File: config.mk
export PLATFORM = sky130hd
export DESIGN_NAME = audio_ring_buffer_cursors
export DESIGN_NICKNAME = d
export VERILOG_FILES = /design/src/design/arbc_pkg.sv /design/src/design/arbc_ctrl.sv /design/src/design/arbc_datapath.sv /design/src/design/audio_ring_buffer_cursors.sv
export SDC_FILE = /design/constraint.sdc
export NUM_CORES = 1
export LEC_CHECK = 0
export ABC_AREA = 1
export ABC_CLOCK_PERIOD_IN_PS = 11690
export BUFFER_PORTS_ARGS = -buffer_cell sky130_fd_sc_hd__buf_4
export CAP_MARGIN = 40
export CELL_PAD_IN_SITES_DETAIL_PLACEMENT = 0
export CELL_PAD_IN_SITES_GLOBAL_PLACEMENT = 1
export CORE_MARGIN = 2
export CORE_UTILIZATION = 47
export DETAILED_ROUTE_END_ITERATION = 7
export PLACE_DENSITY = 0.95
export SKIP_LAST_GASP = 1
export SYNTH_ARGS = -nofsm -noshare
export SYNTH_HDL_FRONTEND = slang
export SYNTH_SLANG_ARGS = --single-unit
File: constraint.sdc
create_clock -name clk_i -period 11.69 [get_ports clk_i]
set_clock_uncertainty 0.05 [all_clocks]
set_input_delay 0 -clock clk_i [delete_from_list [all_inputs] [get_ports clk_i]]
set_output_delay 0 -clock clk_i [all_outputs]
set_load 0.005 [all_outputs]
File: src/design/arbc_pkg.sv
// Shared types and constants for the audio ring buffer cursor manager.
package arbc_pkg;

  localparam int unsigned MAX_BUFFER_BYTES = 65536;
  localparam int unsigned POS_W            = 16;
  localparam int unsigned SIZE_W           = 17;
  localparam int unsigned CNT_W            = 32;
  localparam int unsigned REQ_W            = 3;

  localparam logic [SIZE_W-1:0] SIZE_MAX   = SIZE_W'(MAX_BUFFER_BYTES);
  localparam logic [SIZE_W-1:0] SIZE_MIN   = SIZE_W'(1);
  localparam logic [CNT_W-1:0]  UNDERRUN_SAT = '1;

  typedef enum logic [1:0] {
    ST_IDLE,
    ST_EXEC,
    ST_REPORT
  } state_e;

  typedef enum logic [REQ_W-1:0] {
    REQ_LOCK   = 3'd0,
    REQ_COMMIT = 3'd1,
    REQ_READ   = 3'd2,
    REQ_PLAY   = 3'd3,
    REQ_STOP   = 3'd4,
    REQ_CLEAR  = 3'd5
  } req_e;

  typedef struct packed {
    logic capture;
    logic execute;
    logic report;
  } ctrl_cmd_t;

endpackage

File: src/design/arbc_ctrl.sv
// Request sequencer: capture, execute, report, then result strobe.
module arbc_ctrl (
  input  logic                  clk_i,
  input  logic                  rst_ni,
  input  logic                  start,
  output logic                  busy,
  output logic                  done_o,
  output arbc_pkg::ctrl_cmd_t   cmd_o
);

  arbc_pkg::state_e state_q, state_d;
  logic             done_q, done_d;

  always_ff @(posedge clk_i or negedge rst_ni) begin
    if (!rst_ni) begin
      state_q <= arbc_pkg::ST_IDLE;
      done_q  <= 1'b0;
    end else begin
      state_q <= state_d;
      done_q  <= done_d;
    end
  end

  always_comb begin
    state_d = state_q;
    done_d  = 1'b0;
    cmd_o   = '0;
    busy    = 1'b1;
    case (state_q)
      arbc_pkg::ST_IDLE: begin
        busy = 1'b0;
        if (start) begin
          cmd_o.capture = 1'b1;
          state_d       = arbc_pkg::ST_EXEC;
        end
      end
      arbc_pkg::ST_EXEC: begin
        cmd_o.execute = 1'b1;
        state_d       = arbc_pkg::ST_REPORT;
      end
      arbc_pkg::ST_REPORT: begin
        cmd_o.report = 1'b1;
        done_d       = 1'b1;
        state_d      = arbc_pkg::ST_IDLE;
      end
      default: begin
        state_d = arbc_pkg::ST_IDLE;
      end
    endcase
  end

  assign done_o = done_q;

  a_accept_runs: assert property (@(posedge clk_i) disable iff (!rst_ni)
    (start && !busy) |=> (state_q == arbc_pkg::ST_EXEC))
    else $error("accepted request did not enter execute");

  a_one_result: assert property (@(posedge clk_i) disable iff (!rst_ni)
    (start && !busy) |=> ##2 done_o)
    else $error("result strobe missing two cycles after execute");

  a_strobe_single: assert property (@(posedge clk_i) disable iff (!rst_ni)
    done_o |-> (!busy && !$past(done_o)))
    else $error("result strobe repeated or while busy");

endmodule

File: src/design/arbc_datapath.sv
// Cursor state, request registers and per-request arithmetic.
module arbc_datapath (
  input  logic                                clk_i,
  input  logic                                rst_ni,
  input  arbc_pkg::ctrl_cmd_t                 cmd_i,
  input  logic                                cfg_we_i,
  input  logic [arbc_pkg::SIZE_W-1:0]         cfg_wdata_i,
  output logic [arbc_pkg::SIZE_W-1:0]         cfg_size_o,
  input  logic [arbc_pkg::REQ_W-1:0]          req_type_i,
  input  logic [arbc_pkg::POS_W-1:0]          cursor_i,
  input  logic [arbc_pkg::SIZE_W-1:0]         byte_count_i,
  input  logic                                mode_flag_i,
  output logic [arbc_pkg::POS_W-1:0]          first_offset_o,
  output logic [arbc_pkg::SIZE_W-1:0]         first_len_o,
  output logic [arbc_pkg::POS_W-1:0]          second_len_o,
  output logic [arbc_pkg::SIZE_W-1:0]         granted_o,
  output logic [arbc_pkg::POS_W-1:0]          bytes_available_o,
  output logic [arbc_pkg::POS_W-1:0]          play_cursor_o,
  output logic [arbc_pkg::POS_W-1:0]          write_cursor_o,
  output logic                                is_playing_o,
  output logic                                is_looping_o,
  output logic [arbc_pkg::CNT_W-1:0]          underrun_total_o,
  output logic                                bad_cursor_o
);

  localparam int unsigned PW = arbc_pkg::POS_W;
  localparam int unsigned SW = arbc_pkg::SIZE_W;

  // configuration and cursor state
  logic [SW-1:0]                size_raw_q, size_q, size_eff;
  logic [PW-1:0]                write_q, write_d;
  logic [PW-1:0]                play_q, play_d;
  logic                         playing_q, playing_d;
  logic                         looping_q, looping_d;
  logic [arbc_pkg::CNT_W-1:0]   underrun_q, underrun_d;
  logic [PW-1:0]                avail_q, avail_d;

  // captured request
  logic [arbc_pkg::REQ_W-1:0]   req_q;
  logic [PW-1:0]                cursor_q;
  logic [SW-1:0]                count_q;
  logic                         mode_q;

  // result fields
  logic [PW-1:0] f_off_q, f_off_d;
  logic [SW-1:0] f_len_q, f_len_d;
  logic [PW-1:0] s_len_q, s_len_d;
  logic [SW-1:0] grant_q, grant_d;
  logic          bad_q, bad_d;

  // lock terms
  logic [SW-1:0] lk_room, lk_flen, lk_rest;
  logic [PW-1:0] lk_slen;
  logic          lk_bad;
  // read terms
  logic [SW-1:0] rd_avail, rd_n, rd_room, rd_flen, rd_slen;
  logic          rd_short;
  logic [SW:0]   rd_sum, rd_wrap;
  // commit terms
  logic [SW-1:0] cm_n;
  logic [SW:0]   cm_sum, cm_wrap;

  always_comb begin
    if (cfg_wdata_i == '0) begin
      size_eff = arbc_pkg::SIZE_MIN;
    end else if (cfg_wdata_i > arbc_pkg::SIZE_MAX) begin
      size_eff = arbc_pkg::SIZE_MAX;
    end else begin
      size_eff = cfg_wdata_i;
    end
  end

  always_comb begin
    lk_bad  = {1'b0, cursor_q} >= size_q;
    lk_room = size_q - {1'b0, cursor_q};
    lk_flen = (count_q < lk_room) ? count_q : lk_room;
    lk_rest = count_q - lk_flen;
    lk_slen = (lk_rest < {1'b0, cursor_q}) ? lk_rest[PW-1:0] : cursor_q;

    rd_avail = {1'b0, avail_q};
    rd_short = rd_avail < count_q;
    rd_n     = rd_short ? rd_avail : count_q;
    rd_room  = size_q - {1'b0, play_q};
    rd_flen  = (rd_n < rd_room) ? rd_n : rd_room;
    rd_slen  = rd_n - rd_flen;
    rd_sum   = {2'b00, play_q} + {1'b0, rd_n};
    rd_wrap  = (rd_sum >= {1'b0, size_q}) ? rd_sum - {1'b0, size_q} : rd_sum;

    cm_n    = (count_q < size_q) ? count_q : size_q;
    cm_sum  = {2'b00, write_q} + {1'b0, cm_n};
    cm_wrap = (cm_sum >= {1'b0, size_q}) ? cm_sum - {1'b0, size_q} : cm_sum;
  end

  always_comb begin
    f_off_d    = '0;
    f_len_d    = '0;
    s_len_d    = '0;
    grant_d    = '0;
    bad_d      = 1'b0;
    write_d    = write_q;
    play_d     = play_q;
    playing_d  = playing_q;
    looping_d  = looping_q;
    underrun_d = underrun_q;
    case (arbc_pkg::req_e'(req_q))
      arbc_pkg::REQ_LOCK: begin
        if (mode_q) begin
          f_len_d = size_q;
        end else if (lk_bad) begin
          bad_d = 1'b1;
        end else begin
          f_off_d = cursor_q;
          f_len_d = lk_flen;
          s_len_d = lk_slen;
        end
      end
      arbc_pkg::REQ_COMMIT: begin
        write_d = cm_wrap[PW-1:0];
      end
      arbc_pkg::REQ_READ: begin
        f_off_d = play_q;
        f_len_d = rd_flen;
        s_len_d = rd_slen[PW-1:0];
        grant_d = rd_n;
        play_d  = rd_wrap[PW-1:0];
        if (rd_short && (underrun_q != arbc_pkg::UNDERRUN_SAT)) begin
          underrun_d = underrun_q + 1'b1;
        end
      end
      arbc_pkg::REQ_PLAY: begin
        playing_d = 1'b1;
        if (mode_q) begin
          looping_d = 1'b1;
        end
      end
      arbc_pkg::REQ_STOP: begin
        playing_d = 1'b0;
        looping_d = 1'b0;
      end
      arbc_pkg::REQ_CLEAR: begin
        underrun_d = '0;
      end
      default: begin
      end
    endcase
  end

  // distance from play to write on the updated cursors
  always_comb begin
    if (write_q >= play_q) begin
      avail_d = write_q - play_q;
    end else begin
      avail_d = PW'(({1'b0, write_q} + size_q) - {1'b0, play_q});
    end
  end

  always_ff @(posedge clk_i or negedge rst_ni) begin
    if (!rst_ni) begin
      size_raw_q <= arbc_pkg::SIZE_MAX;
      size_q     <= arbc_pkg::SIZE_MAX;
      write_q    <= '0;
      play_q     <= '0;
      playing_q  <= 1'b0;
      looping_q  <= 1'b0;
      underrun_q <= '0;
      avail_q    <= '0;
    end else if (cfg_we_i) begin
      size_raw_q <= cfg_wdata_i;
      size_q     <= size_eff;
      write_q    <= '0;
      play_q     <= '0;
      underrun_q <= '0;
      avail_q    <= '0;
    end else if (cmd_i.execute) begin
      write_q    <= write_d;
      play_q     <= play_d;
      playing_q  <= playing_d;
      looping_q  <= looping_d;
      underrun_q <= underrun_d;
    end else if (cmd_i.report) begin
      avail_q    <= avail_d;
    end
  end

  always_ff @(posedge clk_i) begin
    if (cmd_i.capture) begin
      req_q    <= req_type_i;
      cursor_q <= cursor_i;
      count_q  <= byte_count_i;
      mode_q   <= mode_flag_i;
    end
    if (cmd_i.execute) begin
      f_off_q <= f_off_d;
      f_len_q <= f_len_d;
      s_len_q <= s_len_d;
      grant_q <= grant_d;
      bad_q   <= bad_d;
    end
  end

  assign cfg_size_o        = size_raw_q;
  assign first_offset_o    = f_off_q;
  assign first_len_o       = f_len_q;
  assign second_len_o      = s_len_q;
  assign granted_o         = grant_q;
  assign bad_cursor_o      = bad_q;
  assign bytes_available_o = avail_q;
  assign play_cursor_o     = play_q;
  assign write_cursor_o    = write_q;
  assign is_playing_o      = playing_q;
  assign is_looping_o      = looping_q;
  assign underrun_total_o  = underrun_q;

endmodule

File: src/design/audio_ring_buffer_cursors.sv
// Top level of the audio ring buffer cursor manager: config port, sequencer, datapath.
// Sequence: an accepted request passes through the execute and report states, and its result
//   beat (done_o high) follows the report state; busy is high while execute and report run.
// A new request is not taken until the previous one has left the capture/execute/report sequence.
// Reset (rst_ni low, async): cursors, flags and underrun count clear, buffer size 65536.
// Results cannot be stalled: the beat is valid for the single done_o cycle only.
module audio_ring_buffer_cursors (
  input  logic                                clk_i,
  input  logic                                rst_ni,
  // request command port
  input  logic                                start,
  output logic                                busy,
  input  logic [arbc_pkg::REQ_W-1:0]          req_type_i,
  input  logic [arbc_pkg::POS_W-1:0]          cursor_i,
  input  logic [arbc_pkg::SIZE_W-1:0]         byte_count_i,
  input  logic                                mode_flag_i,
  // result beat
  output logic                                done_o,
  output logic [arbc_pkg::POS_W-1:0]          first_offset_o,
  output logic [arbc_pkg::SIZE_W-1:0]         first_len_o,
  output logic [arbc_pkg::POS_W-1:0]          second_len_o,
  output logic [arbc_pkg::SIZE_W-1:0]         granted_o,
  output logic [arbc_pkg::POS_W-1:0]          bytes_available_o,
  output logic [arbc_pkg::POS_W-1:0]          play_cursor_o,
  output logic [arbc_pkg::POS_W-1:0]          write_cursor_o,
  output logic                                is_playing_o,
  output logic                                is_looping_o,
  output logic [arbc_pkg::CNT_W-1:0]          underrun_total_o,
  output logic                                bad_cursor_o,
  // APB config port; byte address 0 is buffer_size
  input  logic                                psel,
  input  logic                                penable,
  input  logic                                pwrite,
  input  logic [2:0]                          paddr,
  input  logic [31:0]                         pwdata,
  output logic [31:0]                         prdata,
  output logic                                pready
);

  arbc_pkg::ctrl_cmd_t          cmd;
  logic                         cfg_we;
  logic [arbc_pkg::SIZE_W-1:0]  cfg_size;

  // Zero-wait APB. Word select is paddr[2]; only word 0 exists, the
  // byte-lane bits are ignored. A size write also zeroes both cursors
  // and the underrun count (flags are kept).
  assign pready = 1'b1;
  assign cfg_we = psel && penable && pwrite && pready && !paddr[2];
  assign prdata = paddr[2] ? 32'd0 : {{(32 - arbc_pkg::SIZE_W){1'b0}}, cfg_size};

  arbc_ctrl u_ctrl (
    .clk_i  (clk_i),
    .rst_ni (rst_ni),
    .start  (start),
    .busy   (busy),
    .done_o (done_o),
    .cmd_o  (cmd)
  );

  // Stored size is clamped to 1..MAX_BUFFER_BYTES; readback shows the raw value.
  arbc_datapath u_datapath (
    .clk_i             (clk_i),
    .rst_ni            (rst_ni),
    .cmd_i             (cmd),
    .cfg_we_i          (cfg_we),
    .cfg_wdata_i       (pwdata[arbc_pkg::SIZE_W-1:0]),
    .cfg_size_o        (cfg_size),
    .req_type_i        (req_type_i),
    .cursor_i          (cursor_i),
    .byte_count_i      (byte_count_i),
    .mode_flag_i       (mode_flag_i),
    .first_offset_o    (first_offset_o),
    .first_len_o       (first_len_o),
    .second_len_o      (second_len_o),
    .granted_o         (granted_o),
    .bytes_available_o (bytes_available_o),
    .play_cursor_o     (play_cursor_o),
    .write_cursor_o    (write_cursor_o),
    .is_playing_o      (is_playing_o),
    .is_looping_o      (is_looping_o),
    .underrun_total_o  (underrun_total_o),
    .bad_cursor_o      (bad_cursor_o)
  );

endmodule

Word level (Yosys, flattened, before mapping)

Cells that the tools add are included.

Register bits after elaboration: 223
Output and inout bits: 184

Add/subtract/negate cells: 12
$lt $le $gt $ge: 10
Equal/unequal tests: 12
Mux-type cells: 44
Bitwise logic cells: 2
Reduce and logical (&&, ||, !) cells: 21

Operators with widths:

| cell                                                                   | count |
|---|---|
| 16-bit two-way mux                                                     | 17 |
| 17-bit two-way mux                                                     | 9 |
| 32-bit two-way mux                                                     | 3 |
| 16-bit subtractor                                                      | 5 |
| 16-bit case mux with 2 select lines                                    | 2 |
| 32-bit case mux with 2 select lines                                    | 1 |
| 17-bit less-than comparator                                            | 3 |
| 16-bit by 17-bit adder with 18-bit output                              | 2 |
| 18-bit by 17-bit >= comparator with 1-bit output                       | 2 |
| 17-bit case mux with 2 select lines                                    | 1 |
| 17-bit by 16-bit subtractor with 17-bit output                         | 2 |
| 32-bit by 1-bit adder with 32-bit output (second input constant)       | 1 |
| 32-bit != test (second input constant)                                 | 1 |
| 16-bit by 17-bit >= comparator with 1-bit output                       | 1 |
| 17-bit greater-than comparator (second input constant)                 | 1 |
| 17-bit logical NOT                                                     | 1 |
| 16-bit by 17-bit less-than comparator with 1-bit output                | 1 |
| 17-bit by 16-bit less-than comparator with 1-bit output                | 1 |
| 17-bit subtractor                                                      | 1 |
| 16-bit adder                                                           | 1 |
| 16-bit >= comparator                                                   | 1 |
| 2-bit nonzero test                                                     | 5 |
| 1-bit two-way mux                                                      | 7 |
| 3-bit by 2-bit equality test with 1-bit output (second input constant) | 2 |
| other kinds (20)                                                       | 30 |

Logic depth before layout (Yosys ltp)

Gate-level depths: netlist (run 1).

Depth after elaboration: 9
Mapped depth: 47
Depth with buffers taken out: 45

Hierarchy

From an unflattened synthesis (run 1), not the netlist that was laid out.

Cell total of the unflattened synthesis: 2960
Area, all modules: 21406.8 um^2

By module, submodules not included:

| module                    | times used | cells an instance | area each (um^2) | seq. area each (um^2) |
|---|---|---|---|---|
| arbc_datapath             | 1          | 2888              | 20983.9          | 6028.3 |
| audio_ring_buffer_cursors | 1          | 58                | 296.5            | 0.0 |
| arbc_ctrl                 | 1          | 14                | 126.4            | 75.1 |

Least setup slack after synthesis (run 1)

OpenSTA, ideal clock, no wires.

Path kind: register to register
Start point: register u_datapath.size_q[1]
End point: register u_datapath.s_len_q[12], in the netlist u_datapath.second_len_o[12] (data pin)
Library setup time: 256 ps
Arrival: 6156 ps
Slack: 5228 ps
Stages on the path, launching flop included: 42
Path buffers: 2
Path through: dfrtp_1 inv_1 fa_1 nand3b_1 nand2_1 nand2_1 nand2_2 inv_1 o21bai_1 a21oi_1 xor2_1 ha_1 nand2_1 inv_1 o21ai_0 nand2_1 nor2_1 nand3_1 [6 not listed] nand2_1 nand2_1 nand2_1 a31oi_1 xor2_1 inv_1 ha_1 a21oi_1 nor2_1 a211oi_1 nand2_1 nand2_1 nand2_1 a21oi_2 clkbuf_1 nand4_1 nand3_1 nand2_1

Word-level cells in the longest chain between the ends: 9
Elaborated cells on any way between the ends: 14
Classes of those cells: add/sub: 4; order compare: 4; mux: 6

RTL lines:

| item                                                    | RTL line             | source |
|---|---|---|
| start, declared                                         | arbc_datapath.sv:30  | `logic [SW-1:0] size_raw_q, size_q, size_eff;` |
| start signal, assigned                                  | arbc_datapath.sv:160 | `size_q <= arbc_pkg::SIZE_MAX;` |
| start signal, assigned                                  | arbc_datapath.sv:169 | `size_q <= size_eff;` |
| 17-bit by 16-bit subtractor with 17-bit output          | arbc_datapath.sv:75  | `lk_room = size_q - {1'b0, cursor_q};` |
| 17-bit less-than comparator                             | arbc_datapath.sv:76  | `lk_flen = (count_q < lk_room) ? count_q : lk_room;` |
| 17-bit two-way mux                                      | arbc_datapath.sv:76  |  |
| 17-bit subtractor                                       | arbc_datapath.sv:77  | `lk_rest = count_q - lk_flen;` |
| 17-bit by 16-bit less-than comparator with 1-bit output | arbc_datapath.sv:78  | `lk_slen = (lk_rest < {1'b0, cursor_q}) ? lk_rest[PW-1:0] : cursor_q;` |
| 16-bit two-way mux                                      | arbc_datapath.sv:78  |  |
| 16-bit two-way mux                                      | arbc_datapath.sv:109 | `end else if (lk_bad) begin` |
| 16-bit two-way mux                                      | arbc_datapath.sv:107 | `if (mode_q) begin` |
| 16-bit case mux with 2 select lines *                   | arbc_datapath.sv:105 | `case (arbc_pkg::req_e'(req_q))` |
| net u_datapath.s_len_d[12]                              | arbc_datapath.sv:47  | `logic [PW-1:0] s_len_q, s_len_d;` |
| end signal, assigned                                    | arbc_datapath.sv:195 | `s_len_q <= s_len_d;` |
| end, declared                                           | arbc_datapath.sv:47  |  |

The timed path passes the listed nets; every way through them passes the cells marked *.
A chain may end at the register's enable or synchronous reset.

Final worst setup path (run 1)

Start point: register u_datapath.size_q[1]
End point: register u_datapath.s_len_q[7], in the netlist u_datapath.second_len_o[7] (data pin)

Same word-level chain as after synthesis.

==> results of run 1 <==
cell type report:
class | count | share of cell area [%]
clock buffers | 36 | 2.92
repair buffers | 312 | 10.2
clock inverters | 12 | 0.646
well taps | 592 | 2.96
multi-input cells | 2202 | 52.7
inverters | 410 | 6.16
flip-flops and latches | 223 | 24.4
through the flow:
| stage | util, % | hold slack (ns) |
|---|---|---|
| finish | 56.4 | 0.0980 |
| global route | 56.4 | 0.0904 |
| CTS | 56.4 | 0.0787 |
| detailed placement | 53.0 | 0.0194 |
| global placement | 52.9 | 0.000765 |
| floorplan | - | -0.346 |
kinds of logic (layout without fill, tap and decap cells):
group           after synthesis  count (layout)
fa+ha+maj                   263             263
flops                       223             223
compound gates              591             591
xor+xnor                    133             133
simple gates               1197            1197
other cells                   2              18
buf+inv                     490             770
state kept, by name (all words and copies together), names as in the netlist:
register / cells
u_datapath.underrun_total_o: 32
u_datapath.cfg_size_o: 17
u_datapath.count_q: 17
u_datapath.first_len_o: 17
u_datapath.granted_o: 17
u_datapath.size_q: 17
u_datapath.bytes_available_o: 16
u_datapath.cursor_q: 16
u_datapath.first_offset_o: 16
u_datapath.play_cursor_o: 16
u_datapath.second_len_o: 16
u_datapath.write_cursor_o: 16
u_datapath.req_q: 3
u_ctrl.state_q: 2
u_ctrl.done_o: 1
u_datapath.bad_cursor_o: 1
u_datapath.is_looping_o: 1
u_datapath.is_playing_o: 1
u_datapath.mode_q: 1
cell usage after synthesis, types with 4 or more instances:
library cell / n / share of area, %
nand2_1: 687 / 12
inv_1: 402 / 7.1
ha_1: 239 / 14
o21ai_0: 209 / 4.9
a21oi_1: 204 / 4.8
nor2_1: 188 / 3.3
nand3_1: 158 / 3.7
dfrtp_1: 117 / 14
edfxtp_1: 104 / 15
xor2_1: 94 / 3.9
nor3_1: 59 / 1.4
nand4_1: 40 / 1.2
xnor2_1: 39 / 1.6
o21ai_1: 35 / 0.83
o211ai_1: 33 / 1.2
clkbuf_1: 30 / 0.53
o22ai_1: 28 / 0.83
buf_2: 27 / 0.64
fa_1: 24 / 2.3
buf_4: 19 / 0.67
nor4_1: 15 / 0.44
o21bai_1: 15 / 0.53
a21o_1: 12 / 0.43
o21a_1: 11 / 0.39
a211oi_1: 10 / 0.35
nand3b_1: 10 / 0.35
o22ai_2: 10 / 0.59
or2_2: 9 / 0.27
inv_2: 8 / 0.14
a21boi_0: 5 / 0.18
a31oi_1: 5 / 0.15
nand2_2: 5 / 0.15
nand3_2: 5 / 0.24
o31ai_1: 4 / 0.14
layer usage:
metal | wire [µm] | GRT usage, % | share of wire (%) | up-vias
li1 | - | - | - | 10200
met1 | 35100 | 47.8 | 43 | 10100
met2 | 35400 | 53.1 | 44 | 991
met3 | 6900 | 4.60 | 8.5 | 167
met4 | 3550 | 13.4 | 4.4 | 2
met5 | 13 | 0 | 0.016 | -
worst register-to-register path: cells and delay by family, from the launching register on:
family	cells	cell delay (ns)
DFF	1	0.77
xor gates and xnor gates	2	0.46
buffers and inverters	5	1.01
adders and majority gates	5	1.75
and+or+nand+nor	21	2.99
AOI/OAI and AO/OA	7	1.55
repair_timing:
item	CTS	global route
setup buffers	0	0
endpoints found under the hold margin	115	0
hold buffers	58	0
worst min path at each step:
stage                          startpoint                           end
after floorplan                    rst_ni                 u_ctrl.done_o
after global placement             rst_ni  u_datapath.play_cursor_o[10]
after detailed placement           rst_ni  u_datapath.play_cursor_o[13]
after CTS                     cursor_i[0]        u_datapath.cursor_q[0]
after global routing      byte_count_i[8]         u_datapath.count_q[8]
final                         cursor_i[0]        u_datapath.cursor_q[0]
==> results.yml, run 1 <==
run_status:
  outcome: "complete, no violations"
critical_path:
  path_buf_inv: 5
  worstSetupPathDepth: 40
  critPathMaxFanout: 27
  startpoint: "u_datapath.size_q[1]"
  reg2reg_depth: 40
  max_stage_delay_ns: 0.77
  worstSetupPathType: "flip-flop to flip-flop"
  r2r_end: "u_datapath.second_len_o[7]"
  worstSetupEndpointType: "flip-flop"
  crit_family: "simple AND/OR/NAND/NOR gates"
  crit_path_start_kind: "flip-flop"
  endpoint: "u_datapath.second_len_o[7]"
  reg2reg_slack_ns: 2.94
  crit_required_ns: 12.06
  crit_path_top_delay_cell: "dfrtp_1"
  rr_startpoint: "u_datapath.size_q[1]"
  cp.arrival_ns: 9.12
  cpMostUsedCell: "nand2_1"
global_route:
  antenna_found_initial: 2
  grt_first_pass_wirelength_um: 121000
  grt_max_degree: 74
  grt_use_total_pct: 34.0
  grt_pass1_vias: 20400
  grt_overflow: 0
synthesis:
  synthCells: 2899
  synth_seq_cells: 223
  seq_area_frac_synth_pct: 28.8
  synth.distinct_cells: 58
  syn_area_per_cell_um2: 7.30
  synth_top_family_by_area: "simple AND/OR/NAND/NOR gates"
  yosys_warnings: 0
  synthAdderAreaFrac_pct: 16.4
  synth_xor_area_share_pct: 5.50
  synth-simple-area-share_pct: 24.1
  yosys_most_used_dff: "dfrtp_1"
  synthArstFlopShare_pct: 53.4
  synthMuxAreaShare_pct: 0
  synth-edff-count: 104
  synth_area_um2: 21200
  synth_compound_area_share_pct: 15.9
cells_and_area:
  fillers: 4260
  nets: 3516
  fin_area_um2: 25000
  antenna_cells: 0
  seq_area_um2: 6100
  layout_common_cells: "nand2_1, inv_1, buf_4"
  syn2layout_area_growth_pct: 18.1
  drive_gt1_share_pct: 11.0
  multi_input_comb_area_um2: 13200
  fin_cells: 3787
  final_common_cell: "nand2_1"
timing:
  fin_tns_setup_ns: 0
  slew_violations: 0
  worst_slack_ns: 2.94
  max-slew-margin-rel_pct: 39.2
  period_minus_slack_ns: 8.75
  hold_viol_final: 0
  tightestPinTransition_ns: 0.910
  setup_viol: 0
  grt_setup_unrepaired: "false"
  clock.fmax_mhz: 114
  min_period_over_period_pct: 74.8
floorplanning:
  fp-row-count: 77
  core_um2: 44300
  die_x_um: 216
  io_pins: 262
  start_util_pct: 47.8
  die_area_um2: 46700
  die_y_um: 216
clock_network:
  root_buffer: "clkbuf_16"
  max-clock-path-buffers: 3
  path_clk_slew_ns: 0.06
  cts_made_buffers: 26
  cts-htree-levels: 1
  cts.sinks: 223
  cts_tree: "done"
  cts_resized: 0
  clk_latency_ns: 0.57
worst_hold_path:
  worstHoldPathCells: 2
  holdCritPathClass: "input pin to flip-flop"
routing:
  dr.pass1.iters: 6
  drt_iter0_drc: 1963
  wl_per_cell_um: 21.4
  drt-total-wl_um: 81000
  num_vias: 21500
  drt_drc_violations_left: 0
  drt-vias-per-instance: 5.67
  antenna_left: 0
placed_design:
  place_area_um2: 23500
  place_inst: 3681
  pre_cts_slack_ns: 3.18
  hpwl_um: 64000
  io_buffers: 228
  gp_routability_congestion: 0.964
job:
  maxCapViolCount: 0
Power of run 1 is left out: the tool's default activity adds up to more than one toggle a clock period on the data nets, which glitch-free logic cannot reach.
==> run 2: changes to the inputs <==
--- a/config.mk
+++ b/config.mk
@@ -5,16 +5,16 @@
 export SDC_FILE = /design/constraint.sdc
 export NUM_CORES = 1
 export LEC_CHECK = 0
-export ABC_AREA = 1
-export ABC_CLOCK_PERIOD_IN_PS = 11690
+export ABC_AREA = 0
+export ABC_CLOCK_PERIOD_IN_PS = 9100
 export BUFFER_PORTS_ARGS = -buffer_cell sky130_fd_sc_hd__buf_4
 export CAP_MARGIN = 40
 export CELL_PAD_IN_SITES_DETAIL_PLACEMENT = 0
 export CELL_PAD_IN_SITES_GLOBAL_PLACEMENT = 1
 export CORE_MARGIN = 2
-export CORE_UTILIZATION = 47
+export CORE_UTILIZATION = 45
 export DETAILED_ROUTE_END_ITERATION = 7
-export PLACE_DENSITY = 0.95
+export PLACE_DENSITY = 0.92
 export SKIP_LAST_GASP = 1
 export SYNTH_ARGS = -nofsm -noshare
 export SYNTH_HDL_FRONTEND = slang
==> constraint.sdc (replaced) <==
create_clock -name clk_i -period 9.1 [get_ports clk_i]
set_clock_uncertainty 0.05 [all_clocks]
set_input_delay 0 -clock clk_i [delete_from_list [all_inputs] [get_ports clk_i]]
set_output_delay 0 -clock clk_i [all_outputs]
set_load 0.005 [all_outputs]
==> results.yml, run 2 <==
critical_path:
  crit_path_top_delay_cell: "o31ai_1"
  worstSetupEndpointType: "flip-flop"
  crit_path_start_kind: "flip-flop"
  crit_required_ns: 9.34
  critPathMaxFanout: 17
  worstSetupPathType: "flip-flop to flip-flop"
  r2r_end: "u_datapath.second_len_o[4]"
  max_stage_delay_ns: 0.53
  reg2reg_slack_ns: 0.69
  cp.arrival_ns: 8.65
  rr_startpoint: "u_datapath.cursor_q[1]"
  reg2reg_depth: 33
  cpMostUsedCell: "ha_1"
clock_network:
  cts_tree: "done"
  cts-htree-levels: 1
  clk_latency_ns: 0.57
  cts_made_buffers: 26
  cts.sinks: 223
  root_buffer: "clkbuf_16"
  max-clock-path-buffers: 3
  cts_resized: 0
  cts_post_setup_buffers_inserted: 0
  path_clk_slew_ns: 0.06
routing:
  drt-total-wl_um: 75900
  num_vias: 19000
  antenna_left: 0
  wl_per_cell_um: 24.1
  drt-vias-per-instance: 6.01
  drt_drc_violations_left: 0
  dr.pass1.iters: 6
  drt_iter0_drc: 1607
floorplanning:
  die_x_um: 212
  fp-row-count: 76
  die_y_um: 212
  core_um2: 43000
  die_area_um2: 45100
  io_pins: 262
  start_util_pct: 45.5
cells_and_area:
  antenna_cells: 0
  final_common_cell: "buf_4"
  syn2layout_area_growth_pct: 20.9
  fillers: 3967
  largest_register_ff_count: 32
  nets: 2893
  layout_common_cells: "buf_4, ha_1, nand2_1"
  drive_gt1_share_pct: 14.4
global_route:
  antenna_found_initial: 1
  grt_use_total_pct: 33.3
  grt_max_degree: 73
  grt_first_pass_wirelength_um: 112000
  grt_overflow: 0
  grt_pass1_vias: 18200
timing:
  grt_setup_unrepaired: "false"
  period_minus_slack_ns: 8.41
  slew_violations: 0
  setup_viol: 0
  fin_tns_setup_ns: 0
  clock.fmax_mhz: 119
  min_period_over_period_pct: 92.4
  hold_viol_final: 0
  tightestPinTransition_ns: 0.936
  max-slew-margin-rel_pct: 37.6
synthesis:
  synthAdderAreaFrac_pct: 17.8
  synthArstFlopShare_pct: 53.4
  synth_seq_cells: 223
  synthTopCellsByCount: "ha_1, nand2_1, nor2_1"
  synth_area_um2: 19600
  synth_area_leaders: "edfxtp_1, ha_1, dfrtp_1, o21ai_0, a21oi_1"
  synth_top_family_by_area: "compound AO/OA/AOI/OAI gates"
  synth-simple-area-share_pct: 16.2
  synthCells: 2246
  seq_area_frac_synth_pct: 31.2
  synth.most_common_cell: "ha_1"
  syn_area_per_cell_um2: 8.71
  yosys_warnings: 0
  yosys_most_used_dff: "dfrtp_1"
  synth.distinct_cells: 91
  synth_top_area_share_pct: 16.0
  synthMuxAreaShare_pct: 2.60
  synth-edff-count: 104
  synth_top_cell_by_area: "edfxtp_1"
  synth_xor_area_share_pct: 6.16
  synth_compound_area_share_pct: 20.9
placed_design:
  gp_routability_congestion: 1.00
  io_buffers: 228
  hpwl_um: 58300
run_status:
  outcome: "complete, no violations"
job:
  maxCapViolCount: 0
worst_hold_path:
  holdCritPathClass: "input pin to asynchronous set/reset pin"
run 2: cell count changes in the layout (fill, tap and decap cells not counted), moves of 43 or more:
cell and change:
xnor2_1 +48, xor2_1 -46, nand2_1 -477, nand3_1 -122, mux2i_1 +43, inv_1 -247
run 2: stage by stage:
stage	instances	worst slack (ns)	hold slack, ns	instance area (µm²)	utilization (%)
final	3155	0.692	0.0289	23600	55.0
after global routing	3155	0.0471	0.0635	23600	55.0
after CTS	3155	0.810	0.00347	23600	55.0
after detailed placement	3052	0.840	0.104	22200	51.7
after global placement	3042	1.07	0.0891	22100	51.4
after floorplan	2262	1.65	-0.346	19600	-
run 2: timing repair:
item	in CTS	in global routing
endpoints found under the hold margin	142	0
hold buffers	57	0
endpoints found under the setup margin	0	0
run 2: routing by layer:
layer	track usage, %	share of wire, %	vias to the layer above
met5	0	0	-
met4	18.8	6.7	0
met3	6.03	8.2	216
met2	53.0	45	896
met1	42.7	40	9149
li1	-	-	8698
run 2: worst max path at each step:
| stage | cells after the start | end | startpoint |
|---|---|---|---|
| after floorplan | 33 | u_datapath.second_len_o[12] | u_datapath.size_q[1] |
| after global placement | 33 | u_datapath.second_len_o[1] | u_datapath.cursor_q[1] |
| after detailed placement | 33 | u_datapath.second_len_o[4] | u_datapath.cursor_q[1] |
| after CTS | 33 | u_datapath.second_len_o[4] | u_datapath.cursor_q[1] |
| after global routing | 33 | u_datapath.second_len_o[1] | u_datapath.cursor_q[1] |
| final | 33 | u_datapath.second_len_o[4] | u_datapath.cursor_q[1] |
run 2: logic make-up after synthesis:
family,after synthesis
simple gates,681
compound gates,652
fa+ha+maj,264
buf+inv,238
flops,223
xor+xnor,136
mux,50
other cells,2
run 2: layout make-up:
class | count | area, µm² | area share, %
well taps | 585 | 732 | 3.10
repair buffers | 342 | 2790 | 11.8
flip-flops and latches | 223 | 6100 | 25.8
multi-input cells | 1801 | 12600 | 53.2
clock inverters | 15 | 173 | 0.731
clock buffers | 31 | 669 | 2.83
inverters | 158 | 593 | 2.51
run 2: critical path, delay by kind of cell, from the launching register on:
family,cells,cell delay [ns]
buffers and inverters,3,0.38
XOR/XNOR,2,0.32
flip-flops,1,0.44
adder cells (fa/ha/maj),5,1.43
AND/OR/NAND/NOR,9,1.84
multiplexers,2,0.58
AO/OA/AOI/OAI,12,3.06
Power of run 2 is left out for the same reason.
